$ cat config.mk
export PLATFORM = sky130hd
export DESIGN_NAME = sliding_window_moving_average_core
export DESIGN_NICKNAME = d
export VERILOG_FILES = /design/src/rtl/swma_pkg.sv /design/src/rtl/swma_ctrl.sv /design/src/rtl/swma_datapath.sv /design/src/rtl/sliding_window_moving_average_core.sv
export SDC_FILE = /design/constraint.sdc
export NUM_CORES = 2
export LEC_CHECK = 0
export ABC_AREA = 1
export BUFFER_PORTS_ARGS = -buffer_cell sky130_fd_sc_hd__buf_2
export CORE_AREA = 5 5 490 492
export CTS_BUF_LIST = sky130_fd_sc_hd__clkbuf_16
export DETAILED_ROUTE_END_ITERATION = 10
export DIE_AREA = 0 0 495 497
export SKIP_LAST_GASP = 1
export SLEW_MARGIN = 20
export SYNTH_ARGS = -nofsm -noshare
export SYNTH_HDL_FRONTEND = slang
export SYNTH_HIERARCHICAL = 1
export SYNTH_SLANG_ARGS = --single-unit
$ cat constraint.sdc
create_clock -name clock -period 5.9 [get_ports clock]
set_clock_uncertainty 0.1 [all_clocks]
set_input_delay 0.885 -clock clock [delete_from_list [all_inputs] [get_ports clock]]
set_output_delay 0.885 -clock clock [all_outputs]
set_load 0.02 [all_outputs]
$ cat src/rtl/swma_pkg.sv
// ----------------------------------------------------------------------------
// swma_pkg
// Shared widths, defaults, state encoding and control bundles for the
// sliding-window moving average core.
// ----------------------------------------------------------------------------
`timescale 1ns / 1ps
`default_nettype none

package swma_pkg;

   localparam int SAMPLE_W           = 32;
   localparam int AVG_W              = 48;
   localparam int CNT_W              = 7;
   localparam int FRAC_W             = 16;
   localparam int WINDOW_MAX_DEFAULT = 64;

   localparam logic [CNT_W-1:0] WINDOW_RESET = 7'd4;

   typedef enum logic [2:0] {
      ST_IDLE,
      ST_UPDATE,
      ST_START,
      ST_DIVIDE,
      ST_DONE
   } state_type;

   typedef struct packed {
      logic cfg_write;
      logic load;
      logic update;
      logic div_start;
      logic div_step;
      logic out_load;
   } cmd_type;

   typedef struct packed {
      logic div_last;
   } status_type;

endpackage

`default_nettype wire

$ cat src/rtl/swma_ctrl.sv
// ----------------------------------------------------------------------------
// swma_ctrl
// Sequencer: takes a csr write or accepts a beat, steps the datapath through update and the
// serial divide, then parks the result in the output register.
// ----------------------------------------------------------------------------
`timescale 1ns / 1ps
`default_nettype none

module swma_ctrl (
   input  wire                  clock,
   input  wire                  reset,
   input  wire                  req_valid,
   output logic                 req_stall,
   output logic                 rsp_valid,
   input  wire                  rsp_stall,
   input  wire                  csr_valid,
   output logic                 csr_ready,
   output swma_pkg::cmd_type    cmd,
   input  swma_pkg::status_type status
);
   import swma_pkg::*;

   state_type state_ff, state_in;
   logic      rsp_valid_ff, rsp_valid_in;

   always_ff @(posedge clock) begin
      if (reset) begin
         state_ff     <= ST_IDLE;
         rsp_valid_ff <= 1'b0;
      end else begin
         state_ff     <= state_in;
         rsp_valid_ff <= rsp_valid_in;
      end
   end

   always_comb begin
      state_in  = state_ff;
      cmd       = '0;
      csr_ready = 1'b0;
      // config wins over a sample in the same cycle
      req_stall = 1'b1;
      unique case (state_ff)
         ST_IDLE: begin
            csr_ready = 1'b1;
            req_stall = csr_valid;
            if (csr_valid) begin
               cmd.cfg_write = 1'b1;
            end else if (req_valid) begin
               cmd.load = 1'b1;
               state_in = ST_UPDATE;
            end
         end
         ST_UPDATE: begin
            cmd.update = 1'b1;
            state_in   = ST_START;
         end
         ST_START: begin
            cmd.div_start = 1'b1;
            state_in      = ST_DIVIDE;
         end
         ST_DIVIDE: begin
            cmd.div_step = 1'b1;
            if (status.div_last) begin
               state_in = ST_DONE;
            end
         end
         ST_DONE: begin
            if (!rsp_valid_ff || !rsp_stall) begin
               cmd.out_load = 1'b1;
               state_in     = ST_IDLE;
            end
         end
         default: begin
            state_in = ST_IDLE;
         end
      endcase
   end

   always_comb begin
      if (cmd.out_load) begin
         rsp_valid_in = 1'b1;
      end else if (rsp_valid_ff && !rsp_stall) begin
         rsp_valid_in = 1'b0;
      end else begin
         rsp_valid_in = rsp_valid_ff;
      end
   end

   assign rsp_valid = rsp_valid_ff;

endmodule

`default_nettype wire

$ cat src/rtl/swma_datapath.sv
// ----------------------------------------------------------------------------
// swma_datapath
// Sample ring, running sum, fill/oldest tracking, restoring divider and
// the output payload register.
// ----------------------------------------------------------------------------
`timescale 1ns / 1ps
`default_nettype none

module swma_datapath #(
   parameter int WINDOW_MAX = swma_pkg::WINDOW_MAX_DEFAULT
) (
   input  wire                                 clock,
   input  wire                                 reset,
   input  swma_pkg::cmd_type                   cmd,
   output swma_pkg::status_type                status,
   input  wire signed [swma_pkg::SAMPLE_W-1:0] req_sample,
   input  wire        [swma_pkg::CNT_W-1:0]    csr_window_size,
   output logic signed [swma_pkg::AVG_W-1:0]   rsp_average_q16,
   output logic       [swma_pkg::CNT_W-1:0]    rsp_samples_held
);
   import swma_pkg::*;

   localparam int CNT_MAX = (1 << CNT_W) - 1;
   localparam int EFF_MAX = (WINDOW_MAX < CNT_MAX) ? WINDOW_MAX : CNT_MAX;
   localparam int ADDR_W  = $clog2(WINDOW_MAX);
   localparam int IDX_W   = (ADDR_W > CNT_W) ? ADDR_W : CNT_W;
   localparam int SUM_W   = SAMPLE_W + $clog2(EFF_MAX);
   localparam int DVD_W   = SUM_W + FRAC_W;
   localparam int STEP_W  = $clog2(DVD_W);

   // configuration and window bookkeeping
   logic        [CNT_W-1:0]    window_ff;
   logic        [CNT_W-1:0]    fill_ff, fill_in;
   logic        [ADDR_W-1:0]   oldest_ff, oldest_in;
   logic signed [SUM_W-1:0]    sum_ff, sum_in;
   logic        [CNT_W-1:0]    eff_win;
   logic                       full_now;
   logic        [IDX_W-1:0]    fill_ext;
   logic        [ADDR_W-1:0]   slot_now;
   logic        [IDX_W-1:0]    slot_next;

   // per-beat holding registers
   logic signed [SAMPLE_W-1:0] sample_ff;
   logic signed [SAMPLE_W-1:0] old_ff;
   logic        [ADDR_W-1:0]   slot_ff;
   logic                       full_ff;
   logic signed [SUM_W-1:0]    old_term;

   logic        [SAMPLE_W-1:0] ring [WINDOW_MAX];

   // divider
   logic        [DVD_W-1:0]    dvd_ff, dvd_in;
   logic        [CNT_W-1:0]    rem_ff, rem_in;
   logic                       neg_ff;
   logic        [STEP_W-1:0]   step_ff;
   logic        [SUM_W-1:0]    sum_mag;
   logic        [CNT_W:0]      rem_sh, rem_diff;
   logic        [DVD_W-1:0]    quot_signed;

   always_comb begin
      if (window_ff == '0) begin
         eff_win = CNT_W'(1);
      end else if (window_ff > CNT_W'(EFF_MAX)) begin
         eff_win = CNT_W'(EFF_MAX);
      end else begin
         eff_win = window_ff;
      end
   end

   assign full_now  = (fill_ff >= eff_win);
   assign fill_ext  = IDX_W'(fill_ff);
   assign slot_now  = full_now ? oldest_ff : fill_ext[ADDR_W-1:0];
   assign slot_next = IDX_W'(slot_ff) + IDX_W'(1);
   assign old_term  = full_ff ? SUM_W'(old_ff) : '0;

   always_comb begin
      sum_in    = sum_ff + SUM_W'(sample_ff) - old_term;
      fill_in   = fill_ff;
      oldest_in = oldest_ff;
      if (full_ff) begin
         fill_in = eff_win;
         if (slot_next == IDX_W'(eff_win)) begin
            oldest_in = '0;
         end else begin
            oldest_in = slot_next[ADDR_W-1:0];
         end
      end else begin
         fill_in = fill_ff + CNT_W'(1);
      end
   end

   always_ff @(posedge clock) begin
      if (reset) begin
         window_ff <= WINDOW_RESET;
         fill_ff   <= '0;
         oldest_ff <= '0;
         sum_ff    <= '0;
      end else if (cmd.cfg_write) begin
         window_ff <= csr_window_size;
         fill_ff   <= '0;
         oldest_ff <= '0;
         sum_ff    <= '0;
      end else if (cmd.update) begin
         fill_ff   <= fill_in;
         oldest_ff <= oldest_in;
         sum_ff    <= sum_in;
      end
   end

   always_ff @(posedge clock) begin
      if (cmd.load) begin
         sample_ff <= req_sample;
         slot_ff   <= slot_now;
         full_ff   <= full_now;
      end
   end

   // ring: read the leaving sample on accept, write the new one on update
   always_ff @(posedge clock) begin
      if (cmd.load) begin
         old_ff <= ring[slot_now];
      end
   end

   always_ff @(posedge clock) begin
      if (cmd.update) begin
         ring[slot_ff] <= sample_ff;
      end
   end

   // restoring divide of |sum| << 16 by the fill count, one bit a cycle
   assign sum_mag  = sum_ff[SUM_W-1] ? SUM_W'(-sum_ff) : SUM_W'(sum_ff);
   assign rem_sh   = {rem_ff, dvd_ff[DVD_W-1]};
   assign rem_diff = rem_sh - {1'b0, fill_ff};

   always_comb begin
      if (rem_diff[CNT_W]) begin
         rem_in = rem_sh[CNT_W-1:0];
         dvd_in = {dvd_ff[DVD_W-2:0], 1'b0};
      end else begin
         rem_in = rem_diff[CNT_W-1:0];
         dvd_in = {dvd_ff[DVD_W-2:0], 1'b1};
      end
   end

   always_ff @(posedge clock) begin
      if (cmd.div_start) begin
         dvd_ff  <= {sum_mag, FRAC_W'(0)};
         rem_ff  <= '0;
         neg_ff  <= sum_ff[SUM_W-1];
         step_ff <= '0;
      end else if (cmd.div_step) begin
         dvd_ff  <= dvd_in;
         rem_ff  <= rem_in;
         step_ff <= step_ff + STEP_W'(1);
      end
   end

   assign status.div_last = (step_ff == STEP_W'(DVD_W - 1));
   assign quot_signed     = neg_ff ? (~dvd_ff + DVD_W'(1)) : dvd_ff;

   always_ff @(posedge clock) begin
      if (cmd.out_load) begin
         rsp_average_q16  <= quot_signed[AVG_W-1:0];
         rsp_samples_held <= fill_ff;
      end
   end

endmodule

`default_nettype wire

$ cat src/rtl/sliding_window_moving_average_core.sv
// ----------------------------------------------------------------------------
// sliding_window_moving_average_core
// Simple moving average over the last window_size samples, Q.16 output.
//
//   channel  dir  handshake             payload
//   req      in   req_valid/req_stall   req_sample
//   rsp      out  rsp_valid/rsp_stall   rsp_average_q16, rsp_samples_held
//   csr      in   csr_valid/csr_ready   csr_window_size
//
// A beat passes through accept, sum update, divider load, the restoring
// divider at one quotient bit a cycle, then the hand-off into the output
// register.
// The output register lets the next beat enter while a result waits.
// Reset: window_size = 4, window empty; the ring needs no clearing.
// A csr write empties the window.
// ----------------------------------------------------------------------------
`timescale 1ns / 1ps
`default_nettype none

module sliding_window_moving_average_core #(
   parameter int WINDOW_MAX = swma_pkg::WINDOW_MAX_DEFAULT
) (
   input  wire                                 clock,
   input  wire                                 reset,
   input  wire                                 req_valid,
   output logic                                req_stall,
   input  wire signed [swma_pkg::SAMPLE_W-1:0] req_sample,
   output logic                                rsp_valid,
   input  wire                                 rsp_stall,
   output logic signed [swma_pkg::AVG_W-1:0]   rsp_average_q16,
   output logic       [swma_pkg::CNT_W-1:0]    rsp_samples_held,
   input  wire                                 csr_valid,
   output logic                                csr_ready,
   input  wire        [swma_pkg::CNT_W-1:0]    csr_window_size
);
   import swma_pkg::*;

   cmd_type    cmd;
   status_type status;

   swma_ctrl u_ctrl (
      .clock     (clock),
      .reset     (reset),
      .req_valid (req_valid),
      .req_stall (req_stall),
      .rsp_valid (rsp_valid),
      .rsp_stall (rsp_stall),
      .csr_valid (csr_valid),
      .csr_ready (csr_ready),
      .cmd       (cmd),
      .status    (status)
   );

   swma_datapath #(
      .WINDOW_MAX (WINDOW_MAX)
   ) u_datapath (
      .clock            (clock),
      .reset            (reset),
      .cmd              (cmd),
      .status           (status),
      .req_sample       (req_sample),
      .csr_window_size  (csr_window_size),
      .rsp_average_q16  (rsp_average_q16),
      .rsp_samples_held (rsp_samples_held)
   );

endmodule

`default_nettype wire

==> metrics.md <==
| Metric | Value |
|---|---|
| GR Layer Usage met1 | between 30% and 40% |
| Met3 Use GR | approximately 4.5% |
| Top delay family on crit path | simple AND/OR/NAND/NOR gates |
| Synth Net Count | between 10000 and 15000 |
| Post-CTS Setup Inserts | 0 |
| CP endpoint kind | flip-flop |
| FF-to-FF path depth | 23 |
| Simple-Gate Fraction of Synth Area | approximately 20% |
| Io pins | between 100 and 150 |
| Total clock sinks | about 2300 |
| Chip Height | 497 µm |
| # H-tree levels | 4 |
| Gate Count Post-Synth | 10600 |
| Syn avg cell area | 9.91 µm² |
| Period utilisation layout | 95.1% |
| YS warnings | 6 |
| Reg-to-Reg Start | u_datapath/window_ff[0] |
| Slowest-stage cell, CP | nand2_8 |
| Post-synth ARST share | 0% |
| Initial cell density of the core | 44.8% |
| Violation count after the first detailed-route iteration | ~10000 |
| Setup TNS | 0 ns |
| Total power | approximately 50000 µW |
| Compound-Gate Fraction of Synth Area | under 10% |
| Critical path launch point type | flip-flop |
| DRC Markers | 0 |
| Final setup vio count | 0 |
| Insertion delay to the later sink of the worst-skew pair | ~0.89 ns |
| Synth top area share | 63.2% |
| Num CTS Buffers | ~230 |
| Clk pin slew, worst setup/hold paths | roughly 0.070 ns |
| Post-synthesis cell type count | 49 |
| Die width | 495 µm |
| Post-Place Cells | between 10000 and 15000 |
| Worst-path fanout max | 55 |
| Routability cong. | around 0.92 |
| Seq/Total Area, Yosys | ~65% |
| Status | complete, no violations |
| Initial antenna violation count | 16 |
| Synth Flop Type | edfxtp_1 |
| XOR/XNOR Fraction of Synth Area | less than 1% |
| Worst-Margin Slew | roughly 1.2 ns |
| Hold crit path type | input port to flip-flop |
| DRT Pass-1 Iters | 6 |
| WP depth | 23 |
| Post-synthesis instance area | 105000 µm² |
| R2R setup slack | just under 0.3 ns |
| Flops & latches, synth | approximately 2300 |
| Dpl hpwl | between 150000 and 200000 µm |
| Die area | about 250000 µm² |
| Nets | ~11000 |
| Max-cap violations | 0 |
| Leakage | 0.0497 µW |
| Buffers and inverters on the worst path | 4 |
| Largest cells by area after synthesis | edfxtp_1 63%, nand3_1 11%, nand2_1 8.3% |
| Clk buf depth | 3 |
| Final std cells w/o fill | around 14000 |
| WL/cell | about 24 µm |
| Crit path time final | 5.61 ns |
| CP max stage delay | ~0.6 ns |
| Largest net degree at the start of global routing | 117 |
| Max Transition Viols Final | 0 |
| GR Util All Layers | about a quarter |
| Worst path required time | 6.43 ns |
| Largest family of logic cells by synthesized area | simple AND/OR/NAND/NOR gates |
| Worst vdd ir | between 0.4 and 0.5 mV |
| Reg2Reg Capture Point | u_datapath/old_ff[26] |
| IO Port Bufs | 101 |
| Hold Violations, Final | 0 |
| First-pass GRT wire length | between 400000 and 500000 µm |
| Most common cell in the netlist | nand2_1 |
| Vias per inst | 5.41 |
| Post-synthesis mux area share | 0% |
| Vias | around 76000 |
| Synth area leader | edfxtp_1 |
| Final WL | 336000 µm |
| Share of layout cells above drive strength 1 | around 7% |
| Dpl cell area | about 110000 µm² |
| Vias in the first global route | roughly 70000 |
| Clock root buffer | clkbuf_16 |
| Crit path kind | flip-flop to flip-flop |
| Post-Place Worst Slack | between 0.4 and 0.5 ns |
| Row count | around 180 |
| Area Overhead vs Synth | 12.1% |
| Met2 GRT Util | a little over two fifths |
| GR peak layer | met2 |
| RSZ-0062 raised after global routing | false |
| Arr. time, crit path | 6.14 ns |
| Number of synthesized flops with an enable pin | 2213 |
| WHS Endpoint | u_datapath/sample_ff[27] |
| Hold path startpoint | req_sample[27] |
| Post-synthesis adder-cell area fraction | under 10% |
| Max Clk Rate | roughly 0.18 GHz |
| PD cells | about 430 nW/µm² |
| Core Box Area | 235000 µm² |
| CTS tree | yes |
| Cell depth of the worst min-delay path | 1 |
| Post-synth top cells | 2324 x nand2_1, 2305 x inv_1, 2225 x nand3_1 |
| CP Cell Sequence | nor2_1 > nand3_1 > nor2_1 > o21ai_0 > inv_1 > ha_1 > inv_1 > nand2_1 > nand2_1 > nand2_1 > nand2_1 > nand2_4 > nand2_8 > nand2_8 > buf_12 > buf_4 > nand2_1 > nand3_1 > nand3_1 > nand3_1 > nand3_1 > nand3_1 > nand2_1 |
| Final setup margin | 0.291 ns |
| Final instance area | between 100000 and 150000 µm² |
| Total gr overflow | 0 |
| Antenna viol nets, final | 0 |
| Max-slew headroom | 20.1% |
==> cell usage in the layout, fill, tap and decap left out, drive strengths merged, types with 4 or more instances in the layout <==
cell and instances:
nand2 2330, xnor2 12, nor2 262, o21ai 165, xor2 70, clkbuf 239
a21oi 148, or2 5, o211ai 8, nand4 29, ha 58, buf 330
a31oi 6, clkinvlp 8, nor3 51, inv 2372, edfxtp 2213, bufinv 22
diode 7, o22ai 25, a21o 7, nor4 14, nand3 2226, fa 38
a211oi 5, and3 4, dfxtp 91, o21a 4, clkinv 103
==> worst reg2reg max path, cell delays in order (launching register included) <==
cell and delay, ns:
dfxtp_1 0.38, nor2_1 0.08, nand3_1 0.11, nor2_1 0.05, o21ai_0 0.30, inv_1 0.11
ha_1 0.29, inv_1 0.04, nand2_1 0.06, nand2_1 0.05, nand2_1 0.05, nand2_1 0.17
nand2_4 0.31, nand2_8 0.37, nand2_8 0.62, buf_12 0.36, buf_4 0.42, nand2_1 0.10
nand3_1 0.09, nand3_1 0.13, nand3_1 0.16, nand3_1 0.37, nand3_1 0.50, nand2_1 0.11
==> through the flow <==
step,utilization (%),hold slack (ns)
after global placement,47.0,0.359
after CTS,50.2,0.00193
after floorplan,-,0.306
after detailed placement,47.0,0.358
after global routing,50.2,0.0308
final,50.2,0.0710
==> where the power goes <==
group	internal, µW	leakage (µW)	switching [µW]
Clock	8270	0.00390	6360
Combinational	4480	0.0251	12500
Sequential	18700	0.0207	366
Total	31500	0.0497	19200
==> what timing repair did <==
action | in CTS | in global routing
resized for setup | 0 | 0
hold buffers | 3 | 0
hold endpoints to repair | 3 | 0
==> sequential cells by signal, summed over array words and instances, names as in the netlist <==
| register | cells |
|---|---|
| u_datapath/oldest_ff | 6 |
| u_datapath/slot_ff | 6 |
| u_datapath/sample_ff | 32 |
| u_datapath/rsp_samples_held | 7 |
| u_datapath/sum_ff | 38 |
| u_ctrl/rsp_valid | 1 |
| u_datapath/neg_ff | 1 |
| u_datapath/step_ff | 6 |
| u_datapath/fill_ext | 7 |
| u_datapath/old_ff | 32 |
| u_datapath/ring | 2048 |
| u_datapath/window_ff | 7 |
| u_ctrl/state_ff | 3 |
| u_datapath/rem_ff | 7 |
| u_datapath/full_ff | 1 |
| u_datapath/dvd_ff | 54 |
| u_datapath/rsp_average_q16 | 48 |
==> layout make-up <==
type	instances	area (µm²)
fillers	21100	117000
flip-flops and latches	2304	68300
multi-input cells	5484	26400
inverters	2310	8680
clock buffers	239	5980
well taps	3150	3940
repair buffers	333	2930
clock inverters	195	1560
diodes	7	17.5
==> metal layers <==
| layer | vias up | share of wire, % |
|---|---|---|
| met5 | - | 0.0080 |
| li1 | 34600 | - |
| met1 | 36700 | 40 |
| met4 | 4 | 4.2 |
| met2 | 3957 | 46 |
| met3 | 622 | 9.9 |
==> how the worst max path moves through the flow <==
stage / startpoint / to / slack [ns]
2_1_floorplan: csr_valid / u_datapath/full_ff / 1.18
3_3_place_gp: u_datapath/window_ff[2] / u_datapath/old_ff[26] / 0.36
3_5_place_dp: u_datapath/window_ff[0] / u_datapath/old_ff[12] / 0.47
4_1_cts: u_datapath/window_ff[0] / u_datapath/old_ff[12] / 0.42
5_1_grt: u_datapath/window_ff[2] / u_datapath/old_ff[14] / 0.06
6_report: u_datapath/window_ff[0] / u_datapath/old_ff[26] / 0.29
==> kinds of logic (layout without fill, tap and decap cells) <==
group / after synthesis / after routing
and+or+nand+nor: 4923 / 4923
buffers and inverters: 2824 / 3077
DFF: 2304 / 2304
AOI/OAI and AO/OA: 383 / 383
adders and majority gates: 96 / 96
xor gates and xnor gates: 82 / 82
other: 0 / 7
No activity file was read; power rests on OpenSTA's default activity.
